===== src/rtl/core/spq_pkg.sv =====
// Shared types, widths and codes of the sorted priority queue
package spq_pkg;

   localparam int PRIO_W       = 31;
   localparam int DATA_W       = 16;
   localparam int ENTRY_W      = PRIO_W + DATA_W;
   localparam int STATUS_W     = 2;
   localparam int TOTAL_W      = 5;
   localparam int CAPACITY_DEF = 16;

   // Command codes
   localparam logic CMD_INSERT = 1'b0;
   localparam logic CMD_DELETE = 1'b1;

   // Result status codes
   localparam logic [STATUS_W-1:0] STATUS_DONE      = 2'd0;
   localparam logic [STATUS_W-1:0] STATUS_FULL      = 2'd1;
   localparam logic [STATUS_W-1:0] STATUS_NOT_FOUND = 2'd2;

   // Sequencer states
   typedef enum logic [2:0] {
      ST_IDLE,
      ST_READ,
      ST_CHECK,
      ST_PLACE,
      ST_HEAD,
      ST_LOAD,
      ST_RESULT
   } state_type;

endpackage


===== src/rtl/core/spq_ram.sv =====
// Generic single-write, single-read RAM with registered read data
module spq_ram #(
   parameter int WIDTH = 8,
   parameter int DEPTH = 16
) (
   input  logic                     clock,
   input  logic                     wr_en,
   input  logic [$clog2(DEPTH)-1:0] wr_addr,
   input  logic [WIDTH-1:0]         wr_data,
   input  logic                     rd_en,
   input  logic [$clog2(DEPTH)-1:0] rd_addr,
   output logic [WIDTH-1:0]         rd_data
);

   logic [WIDTH-1:0] mem_ff [DEPTH];
   logic [WIDTH-1:0] rd_data_ff;

   // Write one word
   always_ff @(posedge clock) begin
      if (wr_en) begin
         mem_ff[wr_addr] <= wr_data;
      end
   end

   // Register the read word
   always_ff @(posedge clock) begin
      if (rd_en) begin
         rd_data_ff <= mem_ff[rd_addr];
      end
   end

   assign rd_data = rd_data_ff;

endmodule


===== src/rtl/core/sorted_priority_queue_core.sv =====
// Sorted priority queue: entry RAM walked by one comparator under a sequencer
//
// Usage:
//   Request channel (req_*): one word carries a command, a priority and a data
//   field. Insert places (priority, data) in ascending sorted order; delete
//   removes the first entry whose data equals req_entry_data.
//   Response channel (rsp_*): exactly one word per request with the status,
//   the number of entries held and the head (smallest) entry.
//   One request is in flight at a time: req_stall is high from acceptance
//   until the response word is taken.
//   Walk: entries live in a RAM with one read port and one compare unit;
//   each visited entry takes a read state, then a compare-and-move state.
//   An insert visits the entries that sort after the new one, plus the first
//   one that does not if any, then places the new entry; a delete visits
//   every entry held. A dropped insert (full) or a delete on an empty queue
//   skips the walk and goes straight to the head read.
//   Reset clears the entry count; the RAM needs no clearing since only slots
//   below the count are read. While rsp_stall is high the response word holds
//   and no new request is accepted.
module sorted_priority_queue_core #(
   parameter int CAPACITY = spq_pkg::CAPACITY_DEF
) (
   input  logic                          clock,
   input  logic                          reset,
   input  logic                          req_valid,
   output logic                          req_stall,
   input  logic                          req_command,
   input  logic [spq_pkg::PRIO_W-1:0]    req_entry_priority,
   input  logic [spq_pkg::DATA_W-1:0]    req_entry_data,
   output logic                          rsp_valid,
   input  logic                          rsp_stall,
   output logic [spq_pkg::STATUS_W-1:0]  rsp_status,
   output logic [spq_pkg::TOTAL_W-1:0]   rsp_entry_total,
   output logic                          rsp_head_valid,
   output logic [spq_pkg::PRIO_W-1:0]    rsp_head_priority,
   output logic [spq_pkg::DATA_W-1:0]    rsp_head_data
);

   import spq_pkg::*;

   localparam int IDX_W = $clog2(CAPACITY);
   localparam int CNT_W = $clog2(CAPACITY + 1);

   state_type            state_ff, state_in;
   logic [CNT_W-1:0]     count_ff, count_in;
   logic [IDX_W-1:0]     idx_ff, idx_in;
   logic                 cmd_ff, cmd_in;
   logic [PRIO_W-1:0]    prio_ff, prio_in;
   logic [DATA_W-1:0]    data_ff, data_in;
   logic                 found_ff, found_in;
   logic [STATUS_W-1:0]  status_ff, status_in;

   logic [STATUS_W-1:0]  rsp_status_ff, rsp_status_in;
   logic [TOTAL_W-1:0]   rsp_total_ff, rsp_total_in;
   logic                 rsp_head_valid_ff, rsp_head_valid_in;
   logic [PRIO_W-1:0]    rsp_head_prio_ff, rsp_head_prio_in;
   logic [DATA_W-1:0]    rsp_head_data_ff, rsp_head_data_in;

   logic                 wr_en;
   logic [IDX_W-1:0]     wr_addr;
   logic [ENTRY_W-1:0]   wr_data;
   logic                 rd_en;
   logic [IDX_W-1:0]     rd_addr;
   logic [ENTRY_W-1:0]   rd_data;

   logic [ENTRY_W-1:0]   new_entry;
   logic                 sorts_after;
   logic                 key_match;
   logic                 match_now;
   logic                 last_slot;
   logic [CNT_W+TOTAL_W-1:0] total_wide;

   spq_ram #(
      .WIDTH (ENTRY_W),
      .DEPTH (CAPACITY)
   ) u_spq_ram (
      .clock   (clock),
      .wr_en   (wr_en),
      .wr_addr (wr_addr),
      .wr_data (wr_data),
      .rd_en   (rd_en),
      .rd_addr (rd_addr),
      .rd_data (rd_data)
   );

   // Shared compare unit: {priority, data} ordering and key match
   assign new_entry   = {prio_ff, data_ff};
   assign sorts_after = rd_data > new_entry;
   assign key_match   = rd_data[DATA_W-1:0] == data_ff;
   assign match_now   = found_ff || key_match;
   assign last_slot   = CNT_W'(idx_ff) == (count_ff - CNT_W'(1));
   assign total_wide  = {{TOTAL_W{1'b0}}, count_ff};

   // Advance state and control registers
   always_ff @(posedge clock) begin
      if (reset) begin
         state_ff <= ST_IDLE;
         count_ff <= '0;
         found_ff <= 1'b0;
      end else begin
         state_ff <= state_in;
         count_ff <= count_in;
         found_ff <= found_in;
      end
   end

   // Hold request and response words
   always_ff @(posedge clock) begin
      idx_ff            <= idx_in;
      cmd_ff            <= cmd_in;
      prio_ff           <= prio_in;
      data_ff           <= data_in;
      status_ff         <= status_in;
      rsp_status_ff     <= rsp_status_in;
      rsp_total_ff      <= rsp_total_in;
      rsp_head_valid_ff <= rsp_head_valid_in;
      rsp_head_prio_ff  <= rsp_head_prio_in;
      rsp_head_data_ff  <= rsp_head_data_in;
   end

   // Sequence one command over the stored entries
   always_comb begin
      state_in          = state_ff;
      count_in          = count_ff;
      idx_in            = idx_ff;
      cmd_in            = cmd_ff;
      prio_in           = prio_ff;
      data_in           = data_ff;
      found_in          = found_ff;
      status_in         = status_ff;
      rsp_status_in     = rsp_status_ff;
      rsp_total_in      = rsp_total_ff;
      rsp_head_valid_in = rsp_head_valid_ff;
      rsp_head_prio_in  = rsp_head_prio_ff;
      rsp_head_data_in  = rsp_head_data_ff;
      wr_en             = 1'b0;
      wr_addr           = idx_ff;
      wr_data           = rd_data;
      rd_en             = 1'b0;
      rd_addr           = idx_ff;

      case (state_ff)
         ST_IDLE: begin
            if (req_valid) begin
               cmd_in    = req_command;
               prio_in   = req_entry_priority;
               data_in   = req_entry_data;
               found_in  = 1'b0;
               status_in = STATUS_DONE;
               if (req_command == CMD_INSERT) begin
                  idx_in = IDX_W'(count_ff);
                  if (count_ff == CNT_W'(CAPACITY)) begin
                     status_in = STATUS_FULL;
                     state_in  = ST_HEAD;
                  end else if (count_ff == '0) begin
                     state_in = ST_PLACE;
                  end else begin
                     state_in = ST_READ;
                  end
               end else begin
                  idx_in = '0;
                  if (count_ff == '0) begin
                     status_in = STATUS_NOT_FOUND;
                     state_in  = ST_HEAD;
                  end else begin
                     state_in = ST_READ;
                  end
               end
            end
         end

         ST_READ: begin
            rd_en    = 1'b1;
            rd_addr  = (cmd_ff == CMD_INSERT) ? idx_ff - IDX_W'(1) : idx_ff;
            state_in = ST_CHECK;
         end

         ST_CHECK: begin
            if (cmd_ff == CMD_INSERT) begin
               // move a larger entry up one slot, or stop at the gap
               if (sorts_after) begin
                  wr_en   = 1'b1;
                  wr_addr = idx_ff;
                  idx_in  = idx_ff - IDX_W'(1);
                  if (idx_ff == IDX_W'(1)) begin
                     state_in = ST_PLACE;
                  end else begin
                     state_in = ST_READ;
                  end
               end else begin
                  state_in = ST_PLACE;
               end
            end else begin
               // after the match, move each entry down one slot
               if (found_ff) begin
                  wr_en   = 1'b1;
                  wr_addr = idx_ff - IDX_W'(1);
               end
               found_in = match_now;
               if (last_slot) begin
                  if (match_now) begin
                     count_in = count_ff - CNT_W'(1);
                  end else begin
                     status_in = STATUS_NOT_FOUND;
                  end
                  state_in = ST_HEAD;
               end else begin
                  idx_in   = idx_ff + IDX_W'(1);
                  state_in = ST_READ;
               end
            end
         end

         ST_PLACE: begin
            wr_en    = 1'b1;
            wr_addr  = idx_ff;
            wr_data  = new_entry;
            count_in = count_ff + CNT_W'(1);
            state_in = ST_HEAD;
         end

         ST_HEAD: begin
            rd_en    = 1'b1;
            rd_addr  = '0;
            state_in = ST_LOAD;
         end

         ST_LOAD: begin
            rsp_status_in     = status_ff;
            rsp_total_in      = total_wide[TOTAL_W-1:0];
            rsp_head_valid_in = count_ff != '0;
            if (count_ff != '0) begin
               rsp_head_prio_in = rd_data[ENTRY_W-1:DATA_W];
               rsp_head_data_in = rd_data[DATA_W-1:0];
            end else begin
               rsp_head_prio_in = '0;
               rsp_head_data_in = '0;
            end
            state_in = ST_RESULT;
         end

         ST_RESULT: begin
            if (!rsp_stall) begin
               state_in = ST_IDLE;
            end
         end

         default: begin
            state_in = ST_IDLE;
         end
      endcase
   end

   // Drive the ports
   assign req_stall         = state_ff != ST_IDLE;
   assign rsp_valid         = state_ff == ST_RESULT;
   assign rsp_status        = rsp_status_ff;
   assign rsp_entry_total   = rsp_total_ff;
   assign rsp_head_valid    = rsp_head_valid_ff;
   assign rsp_head_priority = rsp_head_prio_ff;
   assign rsp_head_data     = rsp_head_data_ff;

endmodule


===== config.mk =====
export PLATFORM = sky130hd
export DESIGN_NAME = sorted_priority_queue_core
export DESIGN_NICKNAME = d
export VERILOG_FILES = /design/src/rtl/core/spq_pkg.sv /design/src/rtl/core/spq_ram.sv /design/src/rtl/core/sorted_priority_queue_core.sv
export SDC_FILE = /design/constraint.sdc
export NUM_CORES = 1
export LEC_CHECK = 0
export ABC_AREA = 1
export BUFFER_PORTS_ARGS = -buffer_cell sky130_fd_sc_hd__buf_2
export CORE_ASPECT_RATIO = 0.8
export CORE_UTILIZATION = 60
export DETAILED_ROUTE_END_ITERATION = 16
export PLACE_DENSITY_LB_ADDON = 0.08
export SLEW_MARGIN = 25
export SYNTH_ARGS = -nofsm -noshare
export SYNTH_HDL_FRONTEND = slang
export SYNTH_HIERARCHICAL = 1
export SYNTH_SLANG_ARGS = --single-unit
export TNS_END_PERCENT = 20

===== constraint.sdc =====
create_clock -name clock -period 11.6 [get_ports clock]
set_input_delay 1.74 -clock clock [delete_from_list [all_inputs] [get_ports clock]]
set_output_delay 1.74 -clock clock [all_outputs]
set_load 0.05 [all_outputs]

==> results <==
- The HPWL after detailed placement is 49900 um.
- The ratio of cells with drive above 1 in the final layout is 0.0896.
- Of the total power, registers draw 0.366.
- The routed design could run at a clock period as short as 4.95 ns.
- The number of flops mapped to enable cells by yosys is 908.
- The area growth from synthesis to layout is 10.2%.
- The insertion delay of the later-clocked pin in the worst-skew pair is 0.64 ns.
- The number of buffers inserted for hold repair after clock tree synthesis is 0.
- For this run, the detailed router's first-pass iteration total came to 8.
- In the routed layout, each cell is associated on average with a via count of 5.54.
- The total number of nets in the final design is 4031.
- During placement, the flow inserted port buffers numbering 108.
- Entering global routing, the biggest net connects 201 pins.
- The number of DRC markers in iteration 0 is 2943.
- The total placed instance area is 0.0417 sq mm.
- For this run, asynchronously set or reset flops after synthesis account for 0.
- Setup repair after global routing left no endpoint under its margin.
- The critical path arrival is 5.33 ns.
- The required arrival time at the worst endpoint is 11.98 ns.
- The run finished with clean final reports.
- Clock-pin slew was measured on the worst setup and hold paths at 0.06 ns.
- Counting flops and latches in the post-synthesis netlist gives 917.
- The final-report hold violation count is 0.
- The maximum clock rate is 202 MHz.
- The min-delay analysis places its worst path in the category reg -> reg.
- STA classifies the critical path startpoint as a flip-flop.
- The floorplan step set the die height to 234 um.
- The number of pins exceeding their max-slew limit in the final report is 0.
- The remaining global-route overflow is 0.
- The H-tree was split into 3 levels.
- The internal portion of the total power is 0.00745 W.
- Of the total power, combinational logic draws 0.420.
- The analysis attributes to net switching a power of 0.00526 W.
- Of the available clock period, the critical path in the final layout requires 0.427.
- The buffer levels on the longest clock path is 3.
- Once the clock tree was built, the resizer swapped 0 gates to a different size.
- The first-pass GRT wire length is 151000 um.
- The kind of end point of the critical path is a flip-flop.
- The number of design rule violations left after detail routing is 0.
- The initial utilization of the core area, before any placement, comes to 0.610.
- The largest single stage delay on the critical path is 0.92 ns.
- The post-synthesis sequential area ratio is 0.681.
- In the final timing run, aggregate negative setup slack is 0 ns.
- The maximum fanout encountered on the critical timing path is 97.
- The die width is 292 um.
- The library cell used most frequently in the layout, excluding fill and tap cells, is sky130_fd_sc_hd__nand2_1.
- The remaining max-slew budget at the tightest pin is 0.233.
- The instance count of the mapped netlist is 3821.
- The number of rows created at floorplan is 84.
- The number of antenna violations at the first check in global routing was 1.
- For met3 alone, demand over resource in global routing was 0.0444.
- Setup violations remaining at the end of the flow were counted as 0.
- For this run, the leading register cell type out of synthesis is sky130_fd_sc_hd__edfxtp_1.
- The number of library cell types mapped by synthesis is 39.
- The count of pins on the block boundary is 109.
- The library cells used most frequently in the layout, excluding fill and tap cells, are sky130_fd_sc_hd__nand2_1 (1190), sky130_fd_sc_hd__edfxtp_1 (908), sky130_fd_sc_hd__inv_1 (700).
- The analysis attributes to cell leakage a power of 19.3 nW.
- The CTS tree is done.
- The root buffer cell chosen for the clock tree is sky130_fd_sc_hd__clkbuf_16.
- After routing the design area is 0.0444 sq mm.
- Summing over every cut layer, the via total after detailed routing is 26896.
- The number of nets with antenna violations after detailed routing is 0.
- The fraction of met2 tracks used by global routing is 0.487.
- The netlist area before placement is 0.0403 sq mm.
- The share of total power dissipated in the clock network is 0.214.
- The setup fix buffers added after clock tree synthesis is 0.
- The core region is 0.0661 sq mm.
- The number of max-capacitance violations reported is 0.
- The cell family contributing the most delay on the critical path is buffers and inverters.
- The net count of the mapped netlist is 3928.
- The maximum clock skew at final layout is 0.0222 ns.
- The critical path goes through inv_2 > nor2_1 > inv_1 > nor2_1 > inv_1 > o22ai_4 > buf_6 > buf_6 > buf_4 > nand2_1 > nand3_1 > nand3_1 > nand3_1 > nand2_1.
- The worst-path cell with the longest stage delay is sky130_fd_sc_hd__buf_4.
- Clock tree synthesis inserted a total of 89 buffers.
- In the global route stage, overall resource usage came out at 0.296.
- After detailed routing, the total wire length is 100000 um.
- In this run the mean area of a mapped cell was 10.5 sq um.
- The worst supply voltage drop on vdd is 523 uV.
- The via count of the first global-routing pass is 25351.
- The number of fillers in the final layout is 4856.
- The routed wirelength normalized by instance count is 20.6 um.
- Of the total power, the share spent switching nets is 0.414.
- Routability-driven placement finished with a final weighted congestion of 0.821.
- The number of clock sinks is 917.
- The worst path buffer plus inverter count is 6.
- For this run, global-route usage on met1 was measured as 0.414.
- Among the stages of the critical path, the cell type that occurs most often is sky130_fd_sc_hd__nand3_1.
- The slew of the pin with the lowest slew margin is 1.15 ns.
- Yosys printed 6 warnings.
- The kind of critical path is reg -> reg.
- The die covers 0.0682 sq mm.
- The peak-usage layer in the global routing report is met2.
- The power per standard cell area is 286 mW/mm^2.
layer usage:
metal	share of wire	vias up
li1	-	12595
met1	0.42	12908
met2	0.47	1209
met3	0.085	184
met4	0.028	0
met5	0	-
logic make-up (layout without fill, tap and decap cells):
group,after synthesis,in the layout,synth area share
other,0,1,0
adders and majority gates,55,55,0.0171
xor gates and xnor gates,12,12,0.00298
AOI/OAI and AO/OA,103,103,0.0136
DFF,917,917,0.681
buffers and inverters,885,1059,0.0929
and+or+nand+nor,1849,1849,0.192
flip-flops by register name, indices dropped and copies added (netlist names):
register,cells
u_spq_ram/mem_ff,752
rsp_head_data,16
rsp_status,2
rsp_head_priority,31
cmd_ff,1
prio_ff,31
rsp_entry_total,5
idx_ff,4
count_ff,5
data_ff,16
state_ff,3
found_ff,1
rsp_head_valid,1
status_ff,2
u_spq_ram/rd_data,47
cell type report:
class / count / area [sq um] / share of cell area
Sequential cell: 917 / 27400 / 0.618
Multi-Input combinational cell: 2019 / 9330 / 0.210
Timing Repair Buffer: 185 / 1170 / 0.0262
Inverter: 712 / 2700 / 0.0607
Clock inverter: 46 / 275 / 0.00620
Tap cell: 860 / 1080 / 0.0242
Antenna cell: 1 / 2.50 / 0.0000563
Clock buffer: 116 / 2430 / 0.0548
Yosys cell counts, types with 3 or more instances:
| master | number | area share |
|---|---|---|
| sky130_fd_sc_hd__buf_1 | 12 | 0.0011 |
| sky130_fd_sc_hd__nor2_1 | 51 | 0.0047 |
| sky130_fd_sc_hd__xor2_1 | 7 | 0.0015 |
| sky130_fd_sc_hd__inv_1 | 702 | 0.065 |
| sky130_fd_sc_hd__buf_2 | 88 | 0.011 |
| sky130_fd_sc_hd__o22ai_1 | 4 | 0.00062 |
| sky130_fd_sc_hd__ha_1 | 55 | 0.017 |
| sky130_fd_sc_hd__xnor2_1 | 3 | 0.00065 |
| sky130_fd_sc_hd__inv_2 | 8 | 0.00075 |
| sky130_fd_sc_hd__dfxtp_1 | 9 | 0.0045 |
| sky130_fd_sc_hd__o21ai_0 | 56 | 0.0070 |
| sky130_fd_sc_hd__buf_4 | 7 | 0.0013 |
| sky130_fd_sc_hd__nand3_1 | 582 | 0.072 |
| sky130_fd_sc_hd__nor2_2 | 5 | 0.00078 |
| sky130_fd_sc_hd__nand4_1 | 9 | 0.0014 |
| sky130_fd_sc_hd__clkbuf_1 | 28 | 0.0026 |
| sky130_fd_sc_hd__o21ai_1 | 7 | 0.00087 |
| sky130_fd_sc_hd__edfxtp_1 | 908 | 0.68 |
| sky130_fd_sc_hd__nand2_2 | 4 | 0.00062 |
| sky130_fd_sc_hd__a21oi_1 | 27 | 0.0034 |
| sky130_fd_sc_hd__nand2_1 | 1190 | 0.11 |
| sky130_fd_sc_hd__buf_6 | 37 | 0.010 |
final timing paths:
path                                           to                  startpoint  slack [ns]  cells past startpoint
setup reg to reg  u_spq_ram/rd_data[29]$_DFFE_PP_    state_ff[0]$_SDFFE_PP0P_        6.65                     14
setup / recovery  u_spq_ram/rd_data[29]$_DFFE_PP_    state_ff[0]$_SDFFE_PP0P_        6.65                     14
hold / removal            rsp_status[1]$_DFFE_PN_  status_ff[1]$_SDFFCE_PP1P_        0.42                      0
hold reg to reg           rsp_status[1]$_DFFE_PN_  status_ff[1]$_SDFFCE_PP1P_        0.42                      0
metrics by stage:
stage	util	worst slack, ns	hold WS [ns]	total power, W	cells
2_1_floorplan	-	7.41	0.400	0.00847	3821
3_5_place_dp	0.631	6.53	0.407	0.00997	4693
5_1_grt	0.672	6.42	0.425	0.0134	4855
4_1_cts	0.672	6.52	0.420	0.0127	4855
3_3_place_gp	0.630	6.33	0.403	0.00985	4693
6_report	0.672	6.65	0.421	0.0127	4856
power groups by stage:
| stage | clock network (W) | registers (W) | logic (W) |
|---|---|---|---|
| after detailed placement | 0 | 0.00472 | 0.00525 |
| final | 0.00272 | 0.00465 | 0.00534 |
| after CTS | 0.00276 | 0.00465 | 0.00528 |
| after global routing | 0.00288 | 0.00467 | 0.00588 |
| after global placement | 0 | 0.00471 | 0.00514 |
| after floorplan | 0 | 0.00474 | 0.00373 |
Note: power is estimated with default switching activity, not from simulation.
